<file path="config.mk">
export PLATFORM = sky130hd
export DESIGN_NAME = gregorian_date_add_days
export DESIGN_NICKNAME = d
export VERILOG_FILES = /design/src/hdl/gdad_pkg.sv /design/src/hdl/gdad_ctrl.sv /design/src/hdl/gdad_datapath.sv /design/src/hdl/gregorian_date_add_days.sv
export SDC_FILE = /design/constraint.sdc
export NUM_CORES = 1
export LEC_CHECK = 0
export ABC_CLOCK_PERIOD_IN_PS = 6400
export CAP_MARGIN = 20
export CORE_AREA = 2 2 259 133
export DETAILED_ROUTE_END_ITERATION = 6
export DIE_AREA = 0 0 261 135
export DONT_BUFFER_PORTS = 1
export SYNTH_ARGS = -nofsm -noshare
export SYNTH_HDL_FRONTEND = slang
export SYNTH_SLANG_ARGS = --single-unit
</file>
<file path="constraint.sdc">
create_clock -name clk -period 6.4 [get_ports clk]
set_input_delay 1.28 -clock clk [delete_from_list [all_inputs] [get_ports clk]]
set_output_delay 1.28 -clock clk [all_outputs]
set_load 0.02 [all_outputs]
</file>
<file path="src/hdl/gdad_pkg.sv">
// Shared types, constants and calendar helpers for the date-plus-days block.
// No dependencies; imported by gdad_ctrl, gdad_datapath and the top level.
package gdad_pkg;

  localparam int unsigned CYCLE_DAYS  = 146097;  // days in 400 Gregorian years
  localparam int unsigned CYCLE_YEARS = 400;
  localparam int unsigned REM_W       = 18;      // holds a remainder below CYCLE_DAYS
  localparam int unsigned Y400_W      = 9;       // holds year mod 400
  localparam int unsigned DAY_W       = 5;
  localparam int unsigned MONTH_W     = 4;
  localparam int unsigned STEP_W      = 6;       // days consumed by one month step

  // reciprocal divide: q ~= (x * floor(2^32 / d)) >> 32, low by at most one
  localparam int unsigned DIV_X_W     = 32;        // dividends widened to this
  localparam int unsigned DAYS_RECIP  = 29398;     // floor(2^32 / 146097)
  localparam int unsigned YEARS_RECIP = 10737418;  // floor(2^32 / 400)
  localparam int unsigned DQ_W        = 15;        // days / 146097 for a 32-bit count
  localparam int unsigned YQ_W        = 24;        // year / 400 for a 32-bit year
  localparam int unsigned DIV_STEPS   = 4;         // multiply, back-multiply, subtract, fix

  localparam logic [MONTH_W-1:0] MON_JAN = 4'd1;
  localparam logic [MONTH_W-1:0] MON_FEB = 4'd2;
  localparam logic [MONTH_W-1:0] MON_DEC = 4'd12;
  localparam logic [DAY_W-1:0]   DAY_MAX = 5'd31;

  typedef enum logic [2:0] {
    ST_IDLE,
    ST_DIVMOD,
    ST_CHECK,
    ST_CYCLE,
    ST_WALK,
    ST_FIN
  } state_t;

  typedef struct packed {
    logic load;         // take the input beat
    logic divmod_step;  // one stage of days/146097 and year mod 400
    logic check;        // validate date, form cycles*400
    logic cycle_add;    // add whole 400-year cycles
    logic walk_step;    // advance by one month
    logic capture;      // load the result register
  } cmd_t;

  typedef struct packed {
    logic step_last;    // final divide/modulo stage this cycle
    logic invalid;      // starting date out of range
    logic walk_end;     // month walk finishes this cycle
    logic out_free;     // result register can take a new result
  } status_t;

  function automatic logic is_leap(input logic [Y400_W-1:0] y400);
    logic by100;
    by100 = (y400 == 9'd100) || (y400 == 9'd200) || (y400 == 9'd300);
    return ((y400[1:0] == 2'b00) && !by100) || (y400 == '0);
  endfunction

  // Month length; zero for a month code outside the calendar.
  function automatic logic [DAY_W-1:0] month_len(input logic [MONTH_W-1:0] month,
                                                 input logic leap);
    logic [DAY_W-1:0] len;
    case (month)
      4'd1, 4'd3, 4'd5, 4'd7, 4'd8, 4'd10, 4'd12: len = 5'd31;
      4'd4, 4'd6, 4'd9, 4'd11:                    len = 5'd30;
      MON_FEB:                                    len = leap ? 5'd29 : 5'd28;
      default:                                    len = '0;
    endcase
    return len;
  endfunction

endpackage

</file>
<file path="src/hdl/gdad_ctrl.sv">
// Sequencer for the date-plus-days block: divide, check, cycle add, month walk.
// Depends on gdad_pkg; drives gdad_datapath through cmd_t / status_t.
module gdad_ctrl (
  input  logic               clk,
  input  logic               rst,
  input  logic               s_tvalid,
  output logic               s_tready,
  input  gdad_pkg::status_t  status,
  output gdad_pkg::cmd_t     cmd
);
  import gdad_pkg::*;

  state_t state, state_next;

  always_ff @(posedge clk) begin
    if (rst) begin
      state <= ST_IDLE;
    end else begin
      state <= state_next;
    end
  end

  always_comb begin
    state_next = state;
    unique case (state)
      ST_IDLE:   if (s_tvalid) state_next = ST_DIVMOD;
      ST_DIVMOD: if (status.step_last) state_next = ST_CHECK;
      ST_CHECK:  state_next = status.invalid ? ST_FIN : ST_CYCLE;
      ST_CYCLE:  state_next = ST_WALK;
      ST_WALK:   if (status.walk_end) state_next = ST_FIN;
      ST_FIN:    if (status.out_free) state_next = ST_IDLE;
      default:   state_next = ST_IDLE;
    endcase
  end

  always_comb begin
    cmd      = '0;
    s_tready = 1'b0;
    unique case (state)
      ST_IDLE: begin
        s_tready = 1'b1;
        cmd.load = s_tvalid;
      end
      ST_DIVMOD: cmd.divmod_step = 1'b1;
      ST_CHECK:  cmd.check       = 1'b1;
      ST_CYCLE:  cmd.cycle_add   = 1'b1;
      ST_WALK:   cmd.walk_step   = 1'b1;
      ST_FIN:    cmd.capture     = status.out_free;
      default:   cmd = '0;
    endcase
  end

endmodule

</file>
<file path="src/hdl/gdad_datapath.sv">
// Datapath: reciprocal divide by 146097 and mod 400, cycle add, month walk,
// result register. Depends on gdad_pkg; sequenced by gdad_ctrl.
module gdad_datapath #(
  parameter int YEAR_BITS = 16,
  parameter int DAYS_BITS = 16
) (
  input  logic                               clk,
  input  logic                               rst,
  input  gdad_pkg::cmd_t                     cmd,
  output gdad_pkg::status_t                  status,
  input  logic [gdad_pkg::DAY_W-1:0]         start_day,
  input  logic [gdad_pkg::MONTH_W-1:0]       start_month,
  input  logic [YEAR_BITS-1:0]               start_year,
  input  logic [DAYS_BITS-1:0]               add_days,
  output logic                               m_tvalid,
  input  logic                               m_tready,
  output logic [gdad_pkg::DAY_W-1:0]         end_day,
  output logic [gdad_pkg::MONTH_W-1:0]       end_month,
  output logic [YEAR_BITS-1:0]               end_year,
  output logic                               invalid_date,
  output logic                               year_overflow
);
  import gdad_pkg::*;

  localparam int PROD_W  = DQ_W + Y400_W;
  localparam int CMP_W   = (PROD_W > YEAR_BITS) ? PROD_W : YEAR_BITS;
  localparam int SUM_W   = ((DAYS_BITS > DAY_W) ? DAYS_BITS : DAY_W) + 1;
  localparam int REMX_W  = (DAYS_BITS > REM_W) ? DAYS_BITS : REM_W;
  localparam int DMUL_W  = DIV_X_W + DQ_W;
  localparam int YMUL_W  = DIV_X_W + YQ_W;
  localparam int DBCK_W  = DQ_W + REM_W;
  localparam int YBCK_W  = YQ_W + Y400_W;
  localparam logic [YEAR_BITS-1:0] YMAX = {YEAR_BITS{1'b1}};

  logic [DAY_W-1:0]     day;
  logic [MONTH_W-1:0]   month;
  logic [YEAR_BITS-1:0] year;
  logic [DAYS_BITS-1:0] days;
  logic [DQ_W-1:0]      quot;
  logic [REM_W-1:0]     rem;
  logic [Y400_W-1:0]    y400;
  logic [DIV_STEPS-1:0] phase;
  logic [DMUL_W-1:0]    dmul;
  logic [YMUL_W-1:0]    ymul;
  logic [DIV_X_W-1:0]   dback;
  logic [DIV_X_W-1:0]   yback;
  logic [REM_W:0]       d_t;
  logic [Y400_W:0]      y_t;
  logic [PROD_W-1:0]    prod;
  logic                 invalid;
  logic                 ovf;

  logic                 leap;
  logic [DAY_W-1:0]     len;
  logic [DIV_X_W-1:0]   dx;
  logic [DIV_X_W-1:0]   yx;
  logic [DQ_W-1:0]      dq_est;
  logic [YQ_W-1:0]      yq_est;
  logic [DBCK_W-1:0]    dback_full;
  logic [YBCK_W-1:0]    yback_full;
  logic [DIV_X_W-1:0]   d_sub;
  logic [DIV_X_W-1:0]   y_sub;
  logic [REM_W:0]       d_nx;
  logic                 d_ge;
  logic [Y400_W:0]      y_nx;
  logic                 y_ge;
  logic                 valid_in;
  logic [PROD_W-1:0]    prod_next;
  logic [CMP_W-1:0]     headroom;
  logic                 cyc_ovf;
  logic [SUM_W-1:0]     sum;
  logic                 fits;
  logic [STEP_W-1:0]    step;
  logic [SUM_W-1:0]     days_less;
  logic [REMX_W-1:0]    rem_ext;
  logic                 wrap;
  logic                 year_top;
  logic                 walk_end;

  always_comb begin
    leap     = is_leap(y400);
    len      = month_len(month, leap);

    // estimate quotients by reciprocal, subtract back, then one correction
    dx         = DIV_X_W'(days);
    yx         = DIV_X_W'(year);
    dq_est     = dmul[DMUL_W-1:DIV_X_W];
    yq_est     = ymul[YMUL_W-1:DIV_X_W];
    dback_full = DBCK_W'(dq_est) * DBCK_W'(CYCLE_DAYS);
    yback_full = YBCK_W'(yq_est) * YBCK_W'(CYCLE_YEARS);
    d_sub      = dx - dback;
    y_sub      = yx - yback;
    d_ge       = d_t >= (REM_W+1)'(CYCLE_DAYS);
    d_nx       = d_ge ? d_t - (REM_W+1)'(CYCLE_DAYS) : d_t;
    y_ge       = y_t >= (Y400_W+1)'(CYCLE_YEARS);
    y_nx       = y_ge ? y_t - (Y400_W+1)'(CYCLE_YEARS) : y_t;

    valid_in = (day != '0) && (day <= len);

    // quot * 400 = quot*256 + quot*128 + quot*16
    prod_next = (PROD_W'(quot) << 8) + (PROD_W'(quot) << 7) + (PROD_W'(quot) << 4);
    headroom  = CMP_W'(YMAX - year);
    cyc_ovf   = CMP_W'(prod) > headroom;

    sum       = SUM_W'(days) + SUM_W'(day);
    fits      = sum <= SUM_W'(len);
    step      = STEP_W'(len) - STEP_W'(day) + STEP_W'(1);
    days_less = SUM_W'(days) - SUM_W'(step);
    rem_ext   = REMX_W'(rem);

    wrap      = month == MON_DEC;
    year_top  = year == YMAX;
    walk_end  = ovf || (days == '0) || fits || (wrap && year_top);
  end

  assign status.step_last = phase[DIV_STEPS-1];
  assign status.invalid   = !valid_in;
  assign status.walk_end  = walk_end;
  assign status.out_free  = !m_tvalid || m_tready;

  always_ff @(posedge clk) begin
    if (cmd.load) begin
      day     <= start_day;
      month   <= start_month;
      year    <= start_year;
      days    <= add_days;
      phase   <= DIV_STEPS'(1);
      invalid <= 1'b0;
      ovf     <= 1'b0;
    end
    if (cmd.divmod_step) begin
      phase <= phase << 1;
      if (phase[0]) begin
        dmul <= DMUL_W'(dx) * DMUL_W'(DAYS_RECIP);
        ymul <= YMUL_W'(yx) * YMUL_W'(YEARS_RECIP);
      end
      if (phase[1]) begin
        quot  <= dq_est;
        dback <= dback_full[DIV_X_W-1:0];
        yback <= yback_full[DIV_X_W-1:0];
      end
      if (phase[2]) begin
        d_t <= d_sub[REM_W:0];
        y_t <= y_sub[Y400_W:0];
      end
      if (phase[3]) begin
        rem  <= d_nx[REM_W-1:0];
        quot <= quot + DQ_W'(d_ge);
        y400 <= y_nx[Y400_W-1:0];
      end
    end
    if (cmd.check) begin
      invalid <= !valid_in;
      prod    <= prod_next;
      days    <= rem_ext[DAYS_BITS-1:0];
    end
    if (cmd.cycle_add) begin
      if (cyc_ovf) begin
        ovf <= 1'b1;
      end else begin
        year <= YEAR_BITS'(CMP_W'(year) + CMP_W'(prod));
      end
    end
    if (cmd.walk_step && !ovf && (days != '0)) begin
      if (fits) begin
        day  <= sum[DAY_W-1:0];
        days <= '0;
      end else begin
        days <= days_less[DAYS_BITS-1:0];
        day  <= DAY_W'(1);
        if (wrap) begin
          month <= MON_JAN;
          if (year_top) begin
            ovf <= 1'b1;
          end else begin
            year <= year + YEAR_BITS'(1);
            y400 <= (y400 == Y400_W'(CYCLE_YEARS - 1)) ? '0 : y400 + Y400_W'(1);
          end
        end else begin
          month <= month + MONTH_W'(1);
        end
      end
    end
  end

  // result register
  always_ff @(posedge clk) begin
    if (cmd.capture) begin
      invalid_date  <= invalid;
      year_overflow <= ovf;
      end_day       <= ovf ? DAY_MAX : day;
      end_month     <= ovf ? MON_DEC : month;
      end_year      <= ovf ? YMAX : year;
    end
  end

  always_ff @(posedge clk) begin
    if (rst) begin
      m_tvalid <= 1'b0;
    end else if (cmd.capture) begin
      m_tvalid <= 1'b1;
    end else if (m_tready) begin
      m_tvalid <= 1'b0;
    end
  end

endmodule

</file>
<file path="src/hdl/gregorian_date_add_days.sv">
// Gregorian date plus days: one result beat per input beat.
// Sequence from the accepting edge: reciprocal divide/modulo (multiply, back-multiply,
// subtract, fix), date check, 400-year add, month walk, then capture once the result
// register is free; an invalid date skips the add and the walk.
// One item in flight; a new beat is taken the cycle after the previous result is latched.
// Reset (rst, synchronous, active high) empties the sequencer and the output.
module gregorian_date_add_days #(
  parameter int YEAR_BITS = 16,
  parameter int DAYS_BITS = 16
) (
  input  logic clk,
  input  logic rst,
  input  logic s_tvalid,
  output logic s_tready,
  // s_tdata, LSB up: start_day[5], start_month[4], start_year[YEAR_BITS],
  // add_days[DAYS_BITS], zero pad to bytes
  input  logic [((9 + YEAR_BITS + DAYS_BITS + 7) / 8) * 8 - 1:0] s_tdata,
  output logic m_tvalid,
  input  logic m_tready,
  // m_tdata, LSB up: end_day[5], end_month[4], end_year[YEAR_BITS],
  // invalid_date[1], year_overflow[1], zero pad to bytes
  output logic [((11 + YEAR_BITS + 7) / 8) * 8 - 1:0] m_tdata
);
  import gdad_pkg::*;

  localparam int OUT_W = ((11 + YEAR_BITS + 7) / 8) * 8;
  localparam int Y_LO  = DAY_W + MONTH_W;
  localparam int D_LO  = Y_LO + YEAR_BITS;

  cmd_t    cmd;
  status_t status;

  logic [DAY_W-1:0]     start_day;
  logic [MONTH_W-1:0]   start_month;
  logic [YEAR_BITS-1:0] start_year;
  logic [DAYS_BITS-1:0] add_days;
  logic [DAY_W-1:0]     end_day;
  logic [MONTH_W-1:0]   end_month;
  logic [YEAR_BITS-1:0] end_year;
  logic                 invalid_date;
  logic                 year_overflow;

  // unpack the input beat
  assign start_day   = s_tdata[DAY_W-1:0];
  assign start_month = s_tdata[Y_LO-1:DAY_W];
  assign start_year  = s_tdata[D_LO-1:Y_LO];
  assign add_days    = s_tdata[D_LO+DAYS_BITS-1:D_LO];

  // pack the result beat, pad bits zero
  assign m_tdata = OUT_W'({year_overflow, invalid_date, end_year, end_month, end_day});

  gdad_ctrl u_ctrl (
    .clk      (clk),
    .rst      (rst),
    .s_tvalid (s_tvalid),
    .s_tready (s_tready),
    .status   (status),
    .cmd      (cmd)
  );

  gdad_datapath #(
    .YEAR_BITS (YEAR_BITS),
    .DAYS_BITS (DAYS_BITS)
  ) u_datapath (
    .clk           (clk),
    .rst           (rst),
    .cmd           (cmd),
    .status        (status),
    .start_day     (start_day),
    .start_month   (start_month),
    .start_year    (start_year),
    .add_days      (add_days),
    .m_tvalid      (m_tvalid),
    .m_tready      (m_tready),
    .end_day       (end_day),
    .end_month     (end_month),
    .end_year      (end_year),
    .invalid_date  (invalid_date),
    .year_overflow (year_overflow)
  );

  // an invalid start date never reaches the add, so cannot overflow
  a_flags_exclusive : assert property (@(posedge clk) disable iff (rst)
    m_tvalid |-> !(invalid_date && year_overflow))
    else $error("invalid_date and year_overflow both set");

  // overflow saturates to the last day of the largest year
  a_saturate : assert property (@(posedge clk) disable iff (rst)
    (m_tvalid && year_overflow) |->
      (end_day == DAY_MAX) && (end_month == MON_DEC) && (&end_year))
    else $error("overflow result not saturated");

  // a valid start date always gives a real calendar month and day
  a_valid_result : assert property (@(posedge clk) disable iff (rst)
    (m_tvalid && !invalid_date) |->
      (end_month >= MON_JAN) && (end_month <= MON_DEC) && (end_day != '0))
    else $error("result date out of calendar range");

  // one item in flight: the input closes straight after a beat is taken
  a_one_in_flight : assert property (@(posedge clk) disable iff (rst)
    (s_tvalid && s_tready) |=> !s_tready)
    else $error("input accepted while an item is in flight");

endmodule
</file>
==> metrics, run 1 <==
IO Pins 86; Ys Warns 0; Synth Flop Type edfxtp_1; met3 Use GR 3.228%; WL/cell 19.53 µm; fmax 167.2 MHz; clock buffer depth 2; final WL 39.05 mm; Synth Cell Area 0.01628 mm²; ys async rst share 0%; Unique masters post-synth 74; full die area 0.03524 mm²; synth top area cells edfxtp_1 (27%), ha_1 (18%), fa_1 (16%); unrepaired setup endpoints after global routing false; Initial Util 49.60%; vias post-DR 11120; Post-CTS Setup Bufs 0; Synth Instances 1552; cell with the most instances after synthesis ha_1; worst-path fanout max 7; most frequent CP cell fa_1; R2R Path Start u_datapath.year[9]; H-tree levels 4; vias in the first global route 11650; critical path type register to register; Yosys top cell area share 26.57%; GRT busiest layer met2; met2 GRT Util 40.29%; DRC Markers 0; CP peak stage delay 0.63 ns; Final Hold Fails 0; syn avg cell area 10.49 µm²; Setup TNS Final 0 ns; Final GP Congestion 0.9121; TritonCTS Sinks 179; outcome finished, final reports clean; Hold Path Sink u_datapath.yback[6]; root buffer cell clkbuf_16; IO Port Bufs 0; Worst Path Arrival 6.17 ns; Pins Over Slew Limit 0; family with the most delay on the worst path adder cells; met1 usage 31.66%; Post-DRT Antenna Nets 0; Slowest-stage cell, CP dfxtp_1; critical-path cell list fa_1 -> inv_1 -> fa_1 -> fa_1 -> fa_1 -> inv_1 -> fa_1 -> fa_1 -> ha_1 -> a21oi_1 -> o21ai_0 -> a311oi_1 -> nor3_1 -> a2111o_1 -> a21oi_1 -> o21bai_1 -> xor2_1; fill count 2931; Detailed Route Iter0 Violations 677; Die Ht 135 µm; core area 0.03281 mm²; worst hold path cell count 0; R2R cell count 17; Resize count post-CTS 0; Vias/cell 5.562; TritonCTS clock tree done; final cycle utilization of the critical path 93.43%; Overall Global Routing Usage 23.67%; hold buffers post-CTS 0; Worst Tran Pin Value 1.051 ns; Rel. slew slack 29.82%; Die Span X 261 µm; fin nets 1954; sequential fraction of the synthesis area 30.87%; number of iterations in the first detailed-routing pass 5; Clk Latency, worst-skew pair 0.44 ns; Site Rows 47; Setup crit end kind register; GR Overflow Total 0; maximum capacitance violations 0; worst path buffer plus inverter count 2; first-pass GRT wire length 63.61 mm; Hold Crit Start u_datapath.ymul[34]; total clock buffers created by CTS 17; Clock Skew 0.009271 ns; hold crit path type register to register; antenna violations before repair 0; reg2reg end u_datapath.ymul[36]; Post-DP HPWL 31.64 mm; fin crit period 5.980 ns; FF-to-FF setup slack 0.42 ns; top post-synthesis cells by count ha_1 (231), inv_1 (198), edfxtp_1 (144); final setup violation count 0; CP required 6.59 ns; number of synthesized flops with an enable pin 144; area leader, netlist edfxtp_1; largest net degree at the start of global routing 41; share of cells above drive strength 1 6.166%; number of synthesized register bits 179; area delta synth->final 6.834%; Startpoint Class register; Clock transition at path regs 0.07 ns
-- layout make-up --
class / count / area, µm² / share of cell area [%]
Inverter: 199 / 749.5 / 4.310
Sequential cell: 179 / 5025 / 28.90
Clock buffer: 18 / 429.2 / 2.468
Antenna cell: 1 / 2.502 / 0.01439
Clock inverter: 14 / 155.1 / 0.8923
Tap cell: 441 / 551.8 / 3.173
Timing Repair Buffer: 23 / 212.7 / 1.223
Multi-Input combinational cell: 1124 / 10260 / 59.02
-- registers in the layout, summed over array words and instances (netlist names), 3 cells and up --
| signal | count |
|---|---|
| u_ctrl.state | 3 |
| u_datapath.d_t | 19 |
| u_datapath.day | 5 |
| u_datapath.days | 16 |
| u_datapath.end_day | 5 |
| u_datapath.end_month | 4 |
| u_datapath.end_year | 16 |
| u_datapath.month | 4 |
| u_datapath.phase | 4 |
| u_datapath.prod | 20 |
| u_datapath.quot | 15 |
| u_datapath.rem | 16 |
| u_datapath.y400 | 9 |
| u_datapath.y_t | 10 |
| u_datapath.yback | 6 |
| u_datapath.year | 16 |
| u_datapath.ymul | 6 |
-- per-stage QoR --
stage,hold WS (ns),worst slack (ns),cell area [µm²],utilization [%],instances
after floorplan,0.4003,0.8759,16300,-,1559
after global placement,0.4528,0.5091,16750,51.03,1964
after detailed placement,0.4664,0.4862,16750,51.03,1964
after CTS,0.4790,0.4570,17330,52.81,1996
after global routing,0.4770,0.1674,17390,52.98,1998
final,0.4826,0.4203,17390,52.99,1999
-- cell families after synthesis --
family / Yosys count / synth area share (%)
compound gates: 265 / 10.65
mux: 28 / 1.776
flops: 179 / 30.87
simple gates: 366 / 11.59
other cells: 1 / 0.02304
xor+xnor: 99 / 5.327
buf+inv: 256 / 6.388
fa+ha+maj: 358 / 33.38
-- cell usage in the layout, fill, tap and decap left out, types with 19 or more instances in the layout --
| cell type | netlist | layout |
|---|---|---|
| nand2_1 | 89 | 89 |
| nand3_1 | 37 | 37 |
| ha_1 | 231 | 231 |
| and3_1 | 22 | 22 |
| nor3_1 | 19 | 19 |
| fa_1 | 127 | 127 |
| inv_1 | 198 | 198 |
| mux2i_1 | 24 | 24 |
| a21oi_1 | 59 | 59 |
| nand4_1 | 20 | 20 |
| a21o_1 | 22 | 22 |
| o211ai_1 | 23 | 23 |
| nor2_1 | 64 | 62 |
| edfxtp_1 | 144 | 144 |
| or2_2 | 30 | 30 |
| o21ai_0 | 39 | 39 |
| buf_4 | 11 | 21 |
| dfxtp_1 | 35 | 35 |
| xor2_1 | 31 | 31 |
| o22ai_1 | 19 | 19 |
| xnor2_1 | 68 | 68 |
-- layer usage --
metal  vias up  wire [µm]
met5         -          0
met3        41       1482
met1      5444      17830
met2       246      18860
li1       5388          -
met4         0        870
-- worst max-delay path by stage --
stage | startpoint | to | slack, ns | depth (start not counted)
2_1_floorplan | u_datapath.year[5] | u_datapath.ymul[36] | 0.88 | 19
5_1_grt | u_datapath.year[14] | u_datapath.ymul[36] | 0.17 | 19
6_report | u_datapath.year[9] | u_datapath.ymul[36] | 0.42 | 17
4_1_cts | u_datapath.year[9] | u_datapath.ymul[36] | 0.46 | 17
3_3_place_gp | u_datapath.year[9] | u_datapath.ymul[36] | 0.51 | 17
3_5_place_dp | u_datapath.year[9] | u_datapath.ymul[36] | 0.49 | 17
Power of run 1 is left out: the tool's default activity adds up to more than one toggle a clock period on the data nets, which glitch-free logic cannot reach.
==> run 2: changes to the inputs <==
--- a/config.mk
+++ b/config.mk
@@ -5,12 +5,13 @@
 export SDC_FILE = /design/constraint.sdc
 export NUM_CORES = 1
 export LEC_CHECK = 0
-export ABC_CLOCK_PERIOD_IN_PS = 6400
+export ABC_CLOCK_PERIOD_IN_PS = 5170
 export CAP_MARGIN = 20
 export CORE_AREA = 2 2 259 133
 export DETAILED_ROUTE_END_ITERATION = 6
 export DIE_AREA = 0 0 261 135
 export DONT_BUFFER_PORTS = 1
+export PLACE_DENSITY = 0.67
 export SYNTH_ARGS = -nofsm -noshare
 export SYNTH_HDL_FRONTEND = slang
 export SYNTH_SLANG_ARGS = --single-unit
==> constraint.sdc (replaced) <==
create_clock -name clk -period 5.17 [get_ports clk]
set_input_delay 1.034 -clock clk [delete_from_list [all_inputs] [get_ports clk]]
set_output_delay 1.034 -clock clk [all_outputs]
set_load 0.02 [all_outputs]
==> metrics, run 2 (same netlist as run 1, synthesis figures left out) <==
failing checks setup timing; fin crit period 5.504 ns (-0.4755 ns); Hold Path Sink u_datapath.invalid_date; R2R Path Start u_datapath.year[4]; H-tree levels 4 (unchanged); pre-CTS setup slack -0.3679 ns (-0.8541 ns); unrepaired setup endpoints after global routing true; TritonCTS clock tree done; IO Pins 86 (unchanged); Worst Tran Pin Value 1.079 ns (+0.02816 ns); Hold Crit Start u_datapath.invalid; core area 0.03281 mm² (unchanged); FF-to-FF setup slack -0.33 ns (-0.75 ns); area delta synth->final 11.49%; ant diodes 0 (-1); Startpoint Class register; Final GP Congestion 0.9030 (-1.0%); Initial Util 49.60% (unchanged); number of iterations in the first detailed-routing pass 7 (+2); first-pass GRT wire length 64.19 mm (+0.91%); total clock buffers created by CTS 17 (unchanged); reg2reg end u_datapath.ymul[34]; vias post-DR 11600 (+4.4%); GR Overflow Total 0 (unchanged); DRC Markers 0 (unchanged); crit path setup slack, layout -0.3342 ns (-0.7545 ns); TritonCTS Sinks 179 (unchanged); Regs by FF count u_datapath.prod: 20 flops, u_datapath.d_t: 19 flops; Clk Latency, worst-skew pair 0.44 ns (about the same); Largest register FFs 20 (unchanged); worst-path fanout max 2 (-5); Post-DP HPWL 32.34 mm (+2.2%); antenna violations before repair 1 (+1); WL/cell 19.08 µm (-2.3%); largest register by flop count u_datapath.prod; IO Port Bufs 0 (unchanged); most common cell after layout, fill and taps aside ha_1; fill count 2856 (-2.6%); maximum capacitance violations 0 (unchanged); CP required 5.35 ns (-1.24 ns); Vias/cell 5.586 (+0.43%); Overall Global Routing Usage 23.63% (-0.042 points); Clock Skew 0.01694 ns (+0.007673 ns); Pins Over Slew Limit 0 (unchanged); worst hold margin 0.4626 ns (-0.02000 ns); Worst Path Arrival 5.68 ns (-0.49 ns); highest-count cells in the layout ignoring fill and taps ha_1 (223), inv_1 (189), edfxtp_1 (144); root buffer cell clkbuf_16; final cycle utilization of the critical path 106.5% (+13 points); final setup violation count 6 (+6); R2R cell count 21 (+4); outcome finished, violations left; area of the multi-input gates 0.01045 mm² (+1.8%); hold crit path type register to register; Setup TNS Final -1.566 ns (-1.566 ns); final WL 39.63 mm (+1.5%); Post-DRT Antenna Nets 0 (unchanged); Setup crit end kind register; Final Hold Fails 0 (unchanged); Die Ht 135 µm (unchanged); vias in the first global route 12100 (+3.9%); critical path type register to register; fmax 181.7 MHz (+8.6%); Clock transition at path regs 0.08 ns (about the same); Rel. slew slack 27.96% (-1.9 points); fin nets 2033 (+4.0%); clock buffer depth 2 (unchanged); Site Rows 47 (unchanged); share of cells above drive strength 1 14.00% (+7.8 points); full die area 0.03524 mm² (unchanged); worst hold path cell count 0 (unchanged); Detailed Route Iter0 Violations 654 (-3.4%); Reg area 0.005062 mm² (+0.75%); Die Span X 261 µm (unchanged); largest net degree at the start of global routing 41 (unchanged)
-- run 2: cell types whose count changed in the layout (fill, tap and decap cells not counted), moves of 10 or more --
| cell | before | now |
|---|---|---|
| dfxtp_1 | 35 | 23 |
| fa_2 | 0 | 10 |
| buf_4 | 21 | 102 |
| fa_1 | 127 | 117 |
-- run 2: worst max-delay path, cell delays in order (launching register included) --
cell and delay [ns]:
dfxtp_4 0.35, fa_1 0.56, inv_2 0.06, fa_1 0.52, inv_2 0.05, fa_1 0.47, inv_1 0.05, fa_1 0.50
inv_2 0.05, fa_1 0.55, inv_2 0.05, fa_1 0.49, inv_1 0.05, ha_2 0.17, a21o_1 0.15, a21o_1 0.17
a21o_1 0.17, a21o_1 0.18, a211oi_2 0.22, o211ai_1 0.17, nor2_1 0.17, xnor2_1 0.10
-- run 2: routing by layer --
metal / vias up / track usage (%) / wire (µm)
met5: - / 0 / 13
met4: 2 / 7.513 / 1047
met3: 69 / 3.378 / 1455
met2: 215 / 41.25 / 19490
met1: 5765 / 30.47 / 17620
li1: 5552 / - / -
-- run 2: how the worst max path moves through the flow --
stage	from	to	slack, ns	cells after the start
2_1_floorplan	u_datapath.year[13]	u_datapath.ymul[36]	-0.03	17
3_3_place_gp	u_datapath.year[13]	u_datapath.ymul[36]	-0.32	17
3_5_place_dp	u_datapath.year[14]	u_datapath.ymul[34]	-0.37	17
4_1_cts	u_datapath.year[4]	u_datapath.ymul[34]	-0.27	21
5_1_grt	u_datapath.year[4]	u_datapath.ymul[32]	-0.53	21
6_report	u_datapath.year[4]	u_datapath.ymul[34]	-0.33	21
-- run 2: area by class of cell --
cell class	instances	area share, %
clock buffers	17	2.344
clock inverters	15	0.7722
inverters	199	4.130
multi-input cells	1124	57.59
flip-flops and latches	179	27.90
well taps	441	3.041
repair buffers	102	4.220
-- run 2: stage by stage --
step	instances	util (%)	cell area, µm²
floorplan	1559	-	16370
global placement	2041	52.99	17390
detailed placement	2041	52.99	17390
CTS	2075	54.87	18010
global route	2077	55.30	18150
finish	2077	55.30	18150
-- run 2: timing repair --
item	in CTS	in global routing
gates resized for setup	12	28
pin swaps	23	28
buffers inserted	2	2
setup endpoints to repair	6	6
hold buffers	0	0
Power of run 2 is left out for the same reason.
==> run 3: changes to the inputs <==
--- a/config.mk
+++ b/config.mk
@@ -11,7 +11,8 @@
 export DETAILED_ROUTE_END_ITERATION = 6
 export DIE_AREA = 0 0 261 135
 export DONT_BUFFER_PORTS = 1
-export PLACE_DENSITY = 0.67
+export PLACE_DENSITY_LB_ADDON = 0.15
+export SLEW_MARGIN = 20
 export SYNTH_ARGS = -nofsm -noshare
 export SYNTH_HDL_FRONTEND = slang
 export SYNTH_SLANG_ARGS = --single-unit
==> metrics, run 3 (same netlist as run 1, synthesis figures left out) <==
outcome finished, violations left; failing checks setup timing; share of cells above drive strength 1 13.96% (-0.033 points); Rel. slew slack 27.70% (-0.26 points); worst-path fanout max 2 (unchanged); area of the multi-input gates 0.01045 mm² (about the same); Clock Skew 0.009265 ns (-0.007680 ns); largest net degree at the start of global routing 41 (unchanged); CP required 5.38 ns (+0.03 ns); TritonCTS clock tree done; Final Hold Fails 0 (unchanged); Post-Layout Cell Count 2088 (+0.53%); Regs by FF count u_datapath.prod: 20 flops, u_datapath.d_t: 19 flops; worst hold margin 0.4577 ns (-0.004918 ns); Detailed Route Iter0 Violations 709 (+8.4%); first-pass GRT wire length 64.21 mm (about the same); Reg area 0.005057 mm² (about the same); Setup crit end kind register; Initial Util 49.60% (unchanged); maximum capacitance violations 0 (unchanged); hold buffers post-CTS 0 (unchanged); vias in the first global route 12080 (-0.13%); Pins Over Slew Limit 0 (unchanged); pre-CTS setup slack -0.3521 ns (+0.01580 ns); antenna violations before repair 0 (-1); Setup TNS Final -1.593 ns (-0.02718 ns); Die Span X 261 µm (unchanged); Worst Path Arrival 5.77 ns (+0.09 ns); root buffer cell clkbuf_16; vias post-DR 11490 (-0.97%); Largest register FFs 20 (unchanged); Overall Global Routing Usage 23.56% (-0.068 points); Post-DRT Antenna Nets 0 (unchanged); Site Rows 47 (unchanged); ant diodes 0 (unchanged); dpl cells 2052 (+0.54%); fin nets 2044 (+0.54%); final cycle utilization of the critical path 107.5% (+1.0 points); fin crit period 5.556 ns (+0.05221 ns); final WL 39.56 mm (-0.18%); Worst Tran Pin Value 1.083 ns (+0.003556 ns); hold crit path type register to register; DRC Markers 0 (unchanged); H-tree levels 4 (unchanged); IO Pins 86 (unchanged); WL/cell 18.94 µm (-0.70%); crit path setup slack, layout -0.3864 ns (-0.05221 ns); core area 0.03281 mm² (unchanged); number of iterations in the first detailed-routing pass 5 (-2); Die Ht 135 µm (unchanged); TritonCTS Sinks 179 (unchanged); Vias/cell 5.503 (-1.5%); Final GP Congestion 0.9090 (+0.66%); unrepaired setup endpoints after global routing true; Clk Latency, worst-skew pair 0.43 ns (about the same); full die area 0.03524 mm² (unchanged); clock buffer depth 2 (unchanged); total clock buffers created by CTS 17 (unchanged); critical path type register to register; IO Port Bufs 0 (unchanged); area delta synth->final 11.82%; final setup violation count 6 (unchanged); Clock transition at path regs 0.06 ns (-0.02 ns); fmax 180.0 MHz (-0.94%); Post-DP HPWL 32.21 mm (-0.40%); highest-count cells in the layout ignoring fill and taps ha_1 (224), inv_1 (191), edfxtp_1 (144); largest register by flop count u_datapath.prod; Startpoint Class register; GR Overflow Total 0 (unchanged); most common cell after layout, fill and taps aside ha_1; fill count 2878 (+0.77%)
run 3: worst paths after layout:
kind | startpoint | end | slack (ns) | depth (start not counted)
min | u_datapath.invalid | u_datapath.invalid_date | 0.46 | 0
max | u_datapath.year[4] | u_datapath.ymul[32] | -0.39 | 21
min reg2reg | u_datapath.invalid | u_datapath.invalid_date | 0.46 | 0
max reg2reg | u_datapath.year[4] | u_datapath.ymul[32] | -0.39 | 21
run 3: per-layer routing:
metal	track usage, %	wire, µm	vias up	part of all wire, %
li1	-	-	5565	-
met1	31.80	18350	5691	46
met2	41.16	19450	193	49
met3	2.346	1005	42	2.5
met4	5.429	755	0	1.9
met5	0	0	-	0
run 3: layout make-up:
class                   count  share of cell area (%)
multi-input cells        1124                   57.43
flip-flops and latches    179                   27.79
repair buffers            113                   4.682
inverters                 199                   4.118
well taps                 441                   3.032
clock buffers              22                   2.496
clock inverters            10                  0.4537
run 3: stage by stage:
stage	area, µm²	utilization [%]
after global routing	18200	55.46
after CTS	18030	54.94
after global placement	17470	53.24
after floorplan	16370	-
after detailed placement	17470	53.24
final	18200	55.46
run 3: critical path, cell delays in order (launching register included):
cell and delay, ns:
dfxtp_4 0.35, fa_2 0.59, inv_2 0.05, fa_1 0.51
inv_1 0.06, fa_1 0.49, inv_2 0.04, fa_1 0.50
inv_2 0.05, fa_2 0.56, inv_2 0.04, fa_2 0.52
inv_2 0.05, ha_4 0.15, a21o_1 0.14, a21o_1 0.17
a21o_1 0.17, a21o_1 0.17, o21ai_1 0.15, and3_1 0.17
o211ai_1 0.10, xor2_1 0.33
run 3: repair_timing:
item	4_1_cts	5_1_grt
endpoints found under the setup margin	6	6
hold endpoints to repair	0	0
pin swaps	9	34
gates resized for setup	5	33
setup buffers	0	4
Power of run 3 is left out for the same reason.
